### src/sv/ppb_pkg.sv
package ppb_pkg;

   typedef enum logic [1:0] {
      CMD_CLEAR       = 2'd0,
      CMD_LOAD_WORKER = 2'd1,
      CMD_LOAD_PART   = 2'd2,
      CMD_BALANCE     = 2'd3
   } cmd_type;

   // One stored worker record: offered cores (zero when not running) and the
   // cpu taken outside the framework.
   typedef struct packed {
      logic [7:0]         cores;
      logic signed [16:0] stolen;
   } worker_rec_type;

   // One result item as it leaves the block.
   typedef struct packed {
      logic       move_valid;
      logic [5:0] moved_partition;
      logic [3:0] target_slot;
      logic       last_move;
   } rsp_item_type;

endpackage

### src/sv/ppb_ram.sv
module ppb_ram #(
   parameter int DEPTH = 16,
   parameter int WIDTH = 8,
   localparam int AW = (DEPTH > 1) ? $clog2(DEPTH) : 1
) (
   input  logic             clock,
   input  logic             we,
   input  logic [AW-1:0]    waddr,
   input  logic [WIDTH-1:0] wdata,
   input  logic [AW-1:0]    raddr,
   output logic [WIDTH-1:0] rdata
);

   logic [WIDTH-1:0] mem [DEPTH];
   logic [WIDTH-1:0] rdata_ff;

   always_ff @(posedge clock) begin
      if (we) begin
         mem[waddr] <= wdata;
      end
      rdata_ff <= mem[raddr];
   end

   assign rdata = rdata_ff;

endmodule

### src/sv/ppb_seq.sv
module ppb_seq
   import ppb_pkg::*;
#(
   parameter int MAX_WORKERS    = 16,
   parameter int MAX_PARTITIONS = 64
) (
   input  logic         clock,
   input  logic         reset,
   input  logic         straggler_mode,
   input  logic         req_valid,
   output logic         req_stall,
   input  logic [1:0]   req_cmd,
   input  logic [3:0]   req_worker_slot,
   input  logic         req_is_running,
   input  logic [7:0]   req_core_count,
   input  logic [15:0]  req_total_cpu_use,
   input  logic [15:0]  req_framework_cpu_use,
   input  logic [5:0]   req_partition_index,
   input  logic         out_free,
   output logic         push,
   output rsp_item_type push_item
);

   localparam int WW = (MAX_WORKERS > 1) ? $clog2(MAX_WORKERS) : 1;
   localparam int PW = (MAX_PARTITIONS > 1) ? $clog2(MAX_PARTITIONS) : 1;
   localparam int OW = (WW > 4) ? WW : 4;
   localparam int CW = $clog2(MAX_PARTITIONS + 1);
   localparam int TW = $clog2(MAX_WORKERS * 255 + 1);
   localparam int RW = $bits(worker_rec_type);

   localparam logic [WW-1:0] W_LAST = WW'(MAX_WORKERS - 1);
   localparam logic [PW-1:0] P_LAST = PW'(MAX_PARTITIONS - 1);

   typedef enum logic [3:0] {
      ST_IDLE, ST_SUM, ST_CNT_P, ST_CNT_H, ST_STRIP, ST_DIV, ST_QUO, ST_REM,
      ST_DON, ST_CHK, ST_TGT, ST_PSCAN, ST_EMIT, ST_WB, ST_FINAL
   } state_type;

   state_type            state_ff, state_in;
   logic                 ph_ff, ph_in;
   logic [WW-1:0]        wa_ff, wa_in;
   logic [PW-1:0]        pa_ff, pa_in;
   logic [WW-1:0]        w_ff, w_in;
   logic [WW-1:0]        c_ff, c_in;
   logic [TW-1:0]        total_ff, total_in;
   logic [CW-1:0]        parts_ff, parts_in;
   logic [CW-1:0]        per_ff, per_in;
   logic [CW-1:0]        rem_ff, rem_in;
   logic signed [16:0]   best_ff, best_in;
   logic [WW-1:0]        bw_ff, bw_in;
   logic [7:0]           bcores_ff, bcores_in;
   logic                 found_ff, found_in;
   logic                 strip_ff, strip_in;
   logic [CW-1:0]        cur_held_ff, cur_held_in;
   logic [CW-1:0]        cur_quota_ff, cur_quota_in;
   logic [CW-1:0]        c_held_ff, c_held_in;
   logic [CW-1:0]        nmoves_ff, nmoves_in;
   logic                 pend_valid_ff, pend_valid_in;
   logic [5:0]           pend_p_ff, pend_p_in;
   logic [3:0]           pend_c_ff, pend_c_in;
   logic [5:0]           mv_p_ff, mv_p_in;
   logic [3:0]           mv_c_ff, mv_c_in;
   logic [MAX_WORKERS-1:0]    present_ff, present_in;
   logic [MAX_PARTITIONS-1:0] pvalid_ff, pvalid_in;

   logic                 wrec_we;
   logic [WW-1:0]        wrec_wa;
   worker_rec_type       wrec_wd, wrec_rd;
   logic [RW-1:0]        wrec_rd_raw;
   logic                 quota_we;
   logic [CW-1:0]        quota_wd, quota_rd;
   logic                 held_we;
   logic [WW-1:0]        held_wa;
   logic [CW-1:0]        held_wd, held_rd;
   logic                 part_we;
   logic [PW-1:0]        part_wa;
   logic [OW-1:0]        part_wd, part_rd;

   logic [7:0]           eff_cores;
   logic [TW-1:0]        total_strip;
   logic [CW-1:0]        rem_dec;
   logic [WW-1:0]        wa_wrap;
   logic                 accept;
   logic [WW-1:0]        slot_idx;
   logic [WW-1:0]        owner_idx;
   logic [7+CW:0]        quota_prod;

   ppb_ram #(.DEPTH(MAX_WORKERS), .WIDTH(RW)) u_wrec (
      .clock(clock), .we(wrec_we), .waddr(wrec_wa), .wdata(wrec_wd),
      .raddr(wa_ff), .rdata(wrec_rd_raw)
   );
   ppb_ram #(.DEPTH(MAX_WORKERS), .WIDTH(CW)) u_quota (
      .clock(clock), .we(quota_we), .waddr(wa_ff), .wdata(quota_wd),
      .raddr(wa_ff), .rdata(quota_rd)
   );
   ppb_ram #(.DEPTH(MAX_WORKERS), .WIDTH(CW)) u_held (
      .clock(clock), .we(held_we), .waddr(held_wa), .wdata(held_wd),
      .raddr(wa_ff), .rdata(held_rd)
   );
   ppb_ram #(.DEPTH(MAX_PARTITIONS), .WIDTH(OW)) u_part (
      .clock(clock), .we(part_we), .waddr(part_wa), .wdata(part_wd),
      .raddr(pa_ff), .rdata(part_rd)
   );

   assign wrec_rd   = worker_rec_type'(wrec_rd_raw);
   assign req_stall = (state_ff != ST_IDLE);
   assign accept    = req_valid && (state_ff == ST_IDLE);
   assign slot_idx  = WW'(req_worker_slot);
   assign owner_idx = WW'(part_rd);

   // A worker stripped as straggler, or not present, offers no cores.
   assign eff_cores = (present_ff[wa_ff] && !(strip_ff && (wa_ff == bw_ff)))
                      ? wrec_rd.cores : 8'd0;
   assign total_strip = (total_ff != '0 && straggler_mode && found_ff)
                        ? total_ff - TW'(bcores_ff) : total_ff;
   assign rem_dec    = rem_ff - CW'(1);
   assign wa_wrap    = (wa_ff == W_LAST) ? '0 : wa_ff + WW'(1);
   assign quota_prod = eff_cores * per_ff;

   always_comb begin
      state_in      = state_ff;
      ph_in         = ph_ff;
      wa_in         = wa_ff;
      pa_in         = pa_ff;
      w_in          = w_ff;
      c_in          = c_ff;
      total_in      = total_ff;
      parts_in      = parts_ff;
      per_in        = per_ff;
      rem_in        = rem_ff;
      best_in       = best_ff;
      bw_in         = bw_ff;
      bcores_in     = bcores_ff;
      found_in      = found_ff;
      strip_in      = strip_ff;
      cur_held_in   = cur_held_ff;
      cur_quota_in  = cur_quota_ff;
      c_held_in     = c_held_ff;
      nmoves_in     = nmoves_ff;
      pend_valid_in = pend_valid_ff;
      pend_p_in     = pend_p_ff;
      pend_c_in     = pend_c_ff;
      mv_p_in       = mv_p_ff;
      mv_c_in       = mv_c_ff;
      present_in    = present_ff;
      pvalid_in     = pvalid_ff;

      wrec_we  = 1'b0;
      wrec_wa  = slot_idx;
      wrec_wd.cores  = req_is_running ? req_core_count : 8'd0;
      wrec_wd.stolen = $signed({1'b0, req_total_cpu_use})
                       - $signed({1'b0, req_framework_cpu_use});
      quota_we = 1'b0;
      quota_wd = CW'(quota_prod);
      held_we  = 1'b0;
      held_wa  = wa_ff;
      held_wd  = '0;
      part_we  = 1'b0;
      part_wa  = PW'(req_partition_index);
      part_wd  = OW'(req_worker_slot);

      push      = 1'b0;
      push_item = '{move_valid: pend_valid_ff, moved_partition: pend_p_ff,
                    target_slot: pend_c_ff, last_move: 1'b0};

      case (state_ff)
         ST_IDLE: begin
            if (accept) begin
               case (cmd_type'(req_cmd))
                  CMD_CLEAR: begin
                     present_in = '0;
                     pvalid_in  = '0;
                  end
                  CMD_LOAD_WORKER: begin
                     if (32'(req_worker_slot) < MAX_WORKERS) begin
                        present_in[slot_idx] = 1'b1;
                        wrec_we = 1'b1;
                     end
                  end
                  CMD_LOAD_PART: begin
                     if (32'(req_partition_index) < MAX_PARTITIONS) begin
                        pvalid_in[PW'(req_partition_index)] = 1'b1;
                        part_we = 1'b1;
                     end
                  end
                  default: begin
                     state_in      = ST_SUM;
                     ph_in         = 1'b0;
                     wa_in         = '0;
                     total_in      = '0;
                     parts_in      = '0;
                     found_in      = 1'b0;
                     strip_in      = 1'b0;
                     nmoves_in     = '0;
                     pend_valid_in = 1'b0;
                     pend_p_in     = '0;
                     pend_c_in     = '0;
                  end
               endcase
            end
         end

         // Sum the cores, clear held counts and track the top cpu stealer.
         ST_SUM: begin
            ph_in = ~ph_ff;
            if (ph_ff) begin
               held_we = 1'b1;
               if (present_ff[wa_ff]) begin
                  total_in = total_ff + TW'(wrec_rd.cores);
                  if (!found_ff || (wrec_rd.stolen > best_ff)) begin
                     found_in  = 1'b1;
                     best_in   = wrec_rd.stolen;
                     bw_in     = wa_ff;
                     bcores_in = wrec_rd.cores;
                  end
               end
               if (wa_ff == W_LAST) begin
                  state_in = ST_CNT_P;
                  pa_in    = '0;
               end else begin
                  wa_in = wa_ff + WW'(1);
               end
            end
         end

         ST_CNT_P: begin
            ph_in = ~ph_ff;
            if (ph_ff) begin
               if (pvalid_ff[pa_ff] && (32'(part_rd) < MAX_WORKERS) &&
                   present_ff[owner_idx]) begin
                  state_in = ST_CNT_H;
                  wa_in    = owner_idx;
               end else if (pa_ff == P_LAST) begin
                  state_in = ST_STRIP;
               end else begin
                  pa_in = pa_ff + PW'(1);
               end
            end
         end

         ST_CNT_H: begin
            ph_in = ~ph_ff;
            if (ph_ff) begin
               held_we  = 1'b1;
               held_wd  = held_rd + CW'(1);
               parts_in = parts_ff + CW'(1);
               if (pa_ff == P_LAST) begin
                  state_in = ST_STRIP;
               end else begin
                  state_in = ST_CNT_P;
                  pa_in    = pa_ff + PW'(1);
               end
            end
         end

         ST_STRIP: begin
            total_in = total_strip;
            strip_in = (total_ff != '0) && straggler_mode && found_ff;
            rem_in   = parts_ff;
            per_in   = '0;
            state_in = (total_strip == '0) ? ST_FINAL : ST_DIV;
         end

         // Quotient by repeated subtraction; the parts count is small.
         ST_DIV: begin
            if (TW'(rem_ff) >= total_ff) begin
               rem_in = CW'(TW'(rem_ff) - total_ff);
               per_in = per_ff + CW'(1);
            end else begin
               state_in = ST_QUO;
               wa_in    = '0;
               ph_in    = 1'b0;
            end
         end

         ST_QUO: begin
            ph_in = ~ph_ff;
            if (ph_ff) begin
               quota_we = 1'b1;
               if (wa_ff == W_LAST) begin
                  wa_in = '0;
                  w_in  = '0;
                  state_in = (rem_ff != '0) ? ST_REM : ST_DON;
               end else begin
                  wa_in = wa_ff + WW'(1);
               end
            end
         end

         ST_REM: begin
            ph_in = ~ph_ff;
            if (ph_ff) begin
               if (eff_cores != 8'd0) begin
                  quota_we = 1'b1;
                  quota_wd = quota_rd + CW'(1);
                  rem_in   = rem_dec;
               end
               if ((eff_cores != 8'd0) && (rem_dec == '0)) begin
                  state_in = ST_DON;
                  wa_in    = '0;
                  w_in     = '0;
               end else begin
                  wa_in = wa_wrap;
               end
            end
         end

         ST_DON: begin
            ph_in = ~ph_ff;
            if (ph_ff) begin
               if (present_ff[w_ff]) begin
                  cur_held_in  = held_rd;
                  cur_quota_in = quota_rd;
                  state_in     = ST_CHK;
               end else if (w_ff == W_LAST) begin
                  state_in = ST_FINAL;
               end else begin
                  w_in  = w_ff + WW'(1);
                  wa_in = w_ff + WW'(1);
               end
            end
         end

         ST_CHK: begin
            if ((cur_held_ff > cur_quota_ff) &&
                (nmoves_ff < CW'(MAX_PARTITIONS))) begin
               state_in = ST_TGT;
               wa_in    = '0;
               ph_in    = 1'b0;
            end else begin
               state_in = ST_WB;
            end
         end

         ST_TGT: begin
            ph_in = ~ph_ff;
            if (ph_ff) begin
               if (present_ff[wa_ff] && (wa_ff != w_ff) && (held_rd < quota_rd)) begin
                  c_in      = wa_ff;
                  c_held_in = held_rd;
                  state_in  = ST_PSCAN;
                  pa_in     = '0;
               end else if (wa_ff == W_LAST) begin
                  state_in = ST_WB;
               end else begin
                  wa_in = wa_ff + WW'(1);
               end
            end
         end

         ST_PSCAN: begin
            ph_in = ~ph_ff;
            if (ph_ff) begin
               if (pvalid_ff[pa_ff] && (part_rd == OW'(w_ff))) begin
                  part_we     = 1'b1;
                  part_wa     = pa_ff;
                  part_wd     = OW'(c_ff);
                  held_we     = 1'b1;
                  held_wa     = c_ff;
                  held_wd     = c_held_ff + CW'(1);
                  cur_held_in = cur_held_ff - CW'(1);
                  nmoves_in   = nmoves_ff + CW'(1);
                  mv_p_in     = 6'(pa_ff);
                  mv_c_in     = 4'(c_ff);
                  state_in    = ST_EMIT;
               end else if (pa_ff == P_LAST) begin
                  state_in = ST_WB;
               end else begin
                  pa_in = pa_ff + PW'(1);
               end
            end
         end

         // The previous move leaves once the next one is known.
         ST_EMIT: begin
            if (!pend_valid_ff || out_free) begin
               push          = pend_valid_ff;
               pend_valid_in = 1'b1;
               pend_p_in     = mv_p_ff;
               pend_c_in     = mv_c_ff;
               state_in      = ST_CHK;
            end
         end

         ST_WB: begin
            held_we = 1'b1;
            held_wa = w_ff;
            held_wd = cur_held_ff;
            ph_in   = 1'b0;
            if (w_ff == W_LAST) begin
               state_in = ST_FINAL;
            end else begin
               state_in = ST_DON;
               w_in     = w_ff + WW'(1);
               wa_in    = w_ff + WW'(1);
            end
         end

         ST_FINAL: begin
            push_item.last_move = 1'b1;
            if (out_free) begin
               push     = 1'b1;
               state_in = ST_IDLE;
            end
         end

         default: begin
            state_in = ST_IDLE;
         end
      endcase
   end

   always_ff @(posedge clock) begin
      if (reset) begin
         state_ff   <= ST_IDLE;
         present_ff <= '0;
         pvalid_ff  <= '0;
      end else begin
         state_ff   <= state_in;
         present_ff <= present_in;
         pvalid_ff  <= pvalid_in;
      end
      ph_ff         <= ph_in;
      wa_ff         <= wa_in;
      pa_ff         <= pa_in;
      w_ff          <= w_in;
      c_ff          <= c_in;
      total_ff      <= total_in;
      parts_ff      <= parts_in;
      per_ff        <= per_in;
      rem_ff        <= rem_in;
      best_ff       <= best_in;
      bw_ff         <= bw_in;
      bcores_ff     <= bcores_in;
      found_ff      <= found_in;
      strip_ff      <= strip_in;
      cur_held_ff   <= cur_held_in;
      cur_quota_ff  <= cur_quota_in;
      c_held_ff     <= c_held_in;
      nmoves_ff     <= nmoves_in;
      pend_valid_ff <= pend_valid_in;
      pend_p_ff     <= pend_p_in;
      pend_c_ff     <= pend_c_in;
      mv_p_ff       <= mv_p_in;
      mv_c_ff       <= mv_c_in;
   end

endmodule

### src/sv/core_proportional_partition_balancer.sv
// Partition balancer. Load items fill a table of worker records and a table
// of partition owners; a clear item empties both, and a balance item computes
// per-worker quotas in proportion to cores and then emits one result item per
// partition move, the last one flagged, or a single empty item when nothing
// moves. Load and clear items are handled in the idle state and do not stall
// the input. A balance item runs through one sequencer over tables with one
// write and one read port whose reads are registered, so each table visit
// has a read phase and a use phase. The run sums cores, counts holdings per
// partition slot, forms the quotient by repeated subtraction, sets quotas,
// hands out the remainder, and for each move searches the workers for a
// target and then the partitions for one to move. The input is stalled for
// the whole run. Results leave through an output register, so the sequencer
// keeps working while one finished item waits for the receiver.
module core_proportional_partition_balancer
   import ppb_pkg::*;
#(
   parameter int MAX_WORKERS    = 16,
   parameter int MAX_PARTITIONS = 64
) (
   input  logic        clock,
   input  logic        reset,
   input  logic        csr_wr_en,
   input  logic        csr_wr_data,
   input  logic        req_valid,
   output logic        req_stall,
   input  logic [1:0]  req_cmd,
   input  logic [3:0]  req_worker_slot,
   input  logic        req_is_running,
   input  logic [7:0]  req_core_count,
   input  logic [15:0] req_total_cpu_use,
   input  logic [15:0] req_framework_cpu_use,
   input  logic [5:0]  req_partition_index,
   output logic        rsp_valid,
   input  logic        rsp_stall,
   output logic        rsp_move_valid,
   output logic [5:0]  rsp_moved_partition,
   output logic [3:0]  rsp_target_slot,
   output logic        rsp_last_move
);

   // The user must write the straggler mode register only while the block is idle; the block does not enforce it.
   logic         straggler_mode_ff;
   logic         rsp_valid_ff, rsp_valid_in;
   rsp_item_type rsp_item_ff, rsp_item_in;
   logic         out_free;
   logic         push;
   rsp_item_type push_item;

   ppb_seq #(
      .MAX_WORKERS(MAX_WORKERS),
      .MAX_PARTITIONS(MAX_PARTITIONS)
   ) u_seq (
      .clock(clock),
      .reset(reset),
      .straggler_mode(straggler_mode_ff),
      .req_valid(req_valid),
      .req_stall(req_stall),
      .req_cmd(req_cmd),
      .req_worker_slot(req_worker_slot),
      .req_is_running(req_is_running),
      .req_core_count(req_core_count),
      .req_total_cpu_use(req_total_cpu_use),
      .req_framework_cpu_use(req_framework_cpu_use),
      .req_partition_index(req_partition_index),
      .out_free(out_free),
      .push(push),
      .push_item(push_item)
   );

   // The output register is free when empty or when its item leaves now.
   assign out_free = !rsp_valid_ff || !rsp_stall;

   always_comb begin
      rsp_valid_in = rsp_valid_ff;
      rsp_item_in  = rsp_item_ff;
      if (rsp_valid_ff && !rsp_stall) begin
         rsp_valid_in = 1'b0;
      end
      if (push) begin
         rsp_valid_in = 1'b1;
         rsp_item_in  = push_item;
      end
   end

   always_ff @(posedge clock) begin
      if (reset) begin
         straggler_mode_ff <= 1'b0;
         rsp_valid_ff      <= 1'b0;
      end else begin
         if (csr_wr_en) begin
            straggler_mode_ff <= csr_wr_data;
         end
         rsp_valid_ff <= rsp_valid_in;
      end
      rsp_item_ff <= rsp_item_in;
   end

   assign rsp_valid           = rsp_valid_ff;
   assign rsp_move_valid      = rsp_item_ff.move_valid;
   assign rsp_moved_partition = rsp_item_ff.moved_partition;
   assign rsp_target_slot     = rsp_item_ff.target_slot;
   assign rsp_last_move       = rsp_item_ff.last_move;

endmodule

### config.mk
export PLATFORM = sky130hd
export DESIGN_NAME = core_proportional_partition_balancer
export DESIGN_NICKNAME = d
export VERILOG_FILES = /design/src/sv/ppb_pkg.sv /design/src/sv/ppb_ram.sv /design/src/sv/ppb_seq.sv /design/src/sv/core_proportional_partition_balancer.sv
export SDC_FILE = /design/constraint.sdc
export NUM_CORES = 2
export LEC_CHECK = 0
export BUFFER_PORTS_ARGS = -buffer_cell sky130_fd_sc_hd__buf_2
export CORE_UTILIZATION = 60
export DETAILED_ROUTE_END_ITERATION = 8
export PLACE_DENSITY_LB_ADDON = 0.3
export SLEW_MARGIN = 20
export SYNTH_ARGS = -nofsm -noshare
export SYNTH_HDL_FRONTEND = slang
export SYNTH_SLANG_ARGS = --single-unit
### constraint.sdc
create_clock -name clock -period 7.7 [get_ports clock]
set_clock_uncertainty 0.2 [all_clocks]
set_input_delay 0.385 -clock clock [delete_from_list [all_inputs] [get_ports clock]]
set_output_delay 0.385 -clock clock [all_outputs]
set_load 0.02 [all_outputs]
==> impl_metrics.ini <==
[place]
place_inst = 3996
hpwl_mm = 68.1
portBuffers = 72
place_congestion = 0.921
place_ws_ps = 902

[grt]
grt_overflow = 0
grt_pass1_vias = 27900
grt_start_max_net_pins = 119
globalRouteTotalUtil_pct = 27.8
grt_pass1_wl_mm = 171
antenna_found_initial = 1

[clocking]
root_buffer = clkbuf_16
clock_tree.buffer_depth = 3
post_cts_buffers = 0
clock-sinks = 1153
cts.clk_slew.worst_paths_ps = 60
clk_latency_ps = 710
cts_inserted_buffers = 111
htreeDepth = 3
cts_tree = done

[timing]
fin_crit_ps = 6760
min_period_over_period_pct = 87.8
setup_tns_ps = 0
fmax_mhz = 148
drv_slew = 0
worst_pin_slew_ps = 1150
rsz0062_at_grt = no
hold_viol = 0
setup_viol = 0
setup_slack_ps = 939
slew_headroom_pct = 23.0

[die]
die-area_sq_um = 83200
core-area_sq_um = 80800
boundaryPins = 73
dieWidth_um = 288
dieHeight_um = 288
initial_core_util_pct = 60.9
num_rows = 104

[synthesis]
yosys.area_share.xor_xnor_pct = 1.82
yosysWarnings = 0
synth-compound-area-share_pct = 4.72
async_flop_share_pct = 0
synthSimpleGateAreaFrac_pct = 6.45
synth_cell_types = 94
synth_top_family_by_area = multiplexers
synthMuxAreaShare_pct = 14.4
synth_adder_area_share_pct = 2.91
synth_seq_area_share_pct = 67.7
post_synth.cell_area_avg_sq_um = 16.7
ys_ff_latch = 1153
synth-edff-count = 1024
synth_area_leaders = edfxtp_1, mux4_2, dfxtp_1
syn_nets = 3112
syn_area_sq_um = 49200
synth_top_area_share_pct = 62.5
synth_cells = 2945
synth_largest_area_cell = edfxtp_1
synthFlopType = edfxtp_1

[finish]
layout.cells.non_filler = 4220
fin_nets = 3230
drive_gt1_share_pct = 21.5
layout_common_cells = edfxtp_1, mux4_2, nor2_1
area_growth_pct = 11.2
layout_commonest_cell = edfxtp_1

[setup_path]
worstPathArrival_ps = 6910
crit_path_end_kind = flip-flop
crit_chain = buf_4, xor2_1, nor3_1, a31oi_2, nand3_1, fa_1, inv_1, ha_1, inv_1, fa_1, inv_1, fa_1, ha_1, a21oi_1, xnor2_1, xnor2_1, nor2_1, a21oi_1
crit_fanout = 46
worstSetupPathType = flip-flop to flip-flop
slowest_stage = a21oi_1
crit_family = adder cells
required_ps = 7850
slowest_delay_ps = 860
crit_buf_inv = 4
cp-start-kind = flip-flop

[drt]
vias_per_cell = 6.54
routed_wl_mm = 113
drtIter0Drc = 3093
ant_nets = 0
wl_per_cell_um = 26.9
drc_errors = 10
vias = 27600
dr.pass1.iters = 8

[status]
status = finished, violations left
failed_checks = DRC

[run]
cap_violations = 0

[pwr]
p_leak_nw = 18.4
ir_worst_vdd_uv = 233
power_density_nw_per_um2 = 309

[min_path]
hold_path.class = input pin to flip-flop
## what timing repair did
action                                 CTS  global route
resized for setup                        0             0
endpoints found under the hold margin   22             0
hold buffers                            13             0
## synth_stat cells, types with 11 or more instances
library cell,instances
edfxtp_1,1024
mux4_2,305
nor2_1,285
a21oi_1,130
dfxtp_1,129
nand2_1,123
ha_1,97
inv_1,96
clkbuf_1,91
xnor2_1,66
nand3_1,53
o21ai_0,48
and3_1,47
xor2_1,36
nor3_1,32
a31oi_1,26
buf_1,22
and2_1,19
mux2i_1,19
nor2b_1,18
a21o_1,16
nand2b_1,15
o221ai_1,15
buf_2,12
nor4_1,12
or2_2,12
fa_1,11
## registers in the layout (all words and copies together), names as in the netlist, 12 cells and up
name	cells
u_seq.best_ff	17
u_seq.present_ff	16
u_seq.pvalid_ff	64
u_seq.total_ff	12
u_seq.u_held.mem	112
u_seq.u_part.mem	256
u_seq.u_quota.mem	112
u_seq.u_wrec.mem	400
u_seq.u_wrec.rdata	25
## final cells by class
cell class | count | area, sq um
timing repair buffer | 140 | 948
fill | 5123 | 26100
antenna | 2 | 5.00
inverter | 101 | 379
clock inverter | 60 | 596
clock buffer | 148 | 3000
multi-input combinational | 1556 | 15100
tap | 1060 | 1330
sequential | 1153 | 33300
## worst register-to-register path: cells and delay by family (launching register included)
family | cells | cell delay [ps]
compound gates | 3 | 1570
fa+ha+maj | 5 | 2200
buf+inv | 4 | 930
flops | 1 | 610
simple gates | 3 | 370
xor+xnor | 3 | 510
## cells by family after synthesis
| family | Yosys count |
|---|---|
| multiplexers | 326 |
| XOR/XNOR | 102 |
| AO/OA/AOI/OAI | 348 |
| AND/OR/NAND/NOR | 672 |
| flip-flops | 1153 |
| buffers and inverters | 236 |
| adder cells (fa/ha/maj) | 108 |
## layer usage
layer  share of wire (%)  track usage, %  wire [um]
met4                 3.5            10.1       4000
met5                   0               0          0
met3                 8.5            5.04       9600
met1                  39            37.8      44000
met2                  49            45.6      55700
## through the flow
step	cell area, sq um	utilization [%]	hold WS (ps)	power (mW)
finish	54700	67.7	0.653	16.9
global route	54700	67.7	8.51	17.5
floorplan	49200	-	200	10.5
detailed placement	50900	63.0	205	11.6
CTS	54600	67.6	2.62	16.9
global placement	50900	63.0	208	11.5
## worst paths after layout
| kind | from | to | slack, ps | cells past startpoint |
|---|---|---|---|---|
| worst max-delay path | u_seq.wa_ff[0] | u_seq.u_quota.mem[7][6] | 940 | 18 |
| worst min-delay path | rsp_stall | rsp_moved_partition[5] | 0.7 | 2 |
| worst min register to register | u_seq.pend_p_ff[0] | rsp_moved_partition[0] | 220 | 0 |
| worst max register to register | u_seq.wa_ff[0] | u_seq.u_quota.mem[7][6] | 940 | 18 |
## power by group
group | total, mW | switching, mW | internal, mW | leakage [nW]
logic | 3.87 | 2.10 | 1.77 | 6.20
registers | 7.69 | 0.406 | 7.28 | 10.4
clock network | 5.36 | 2.34 | 3.02 | 1.73
total | 16.9 | 4.85 | 12.1 | 18.4
Note: power is estimated with default switching activity, not from simulation.
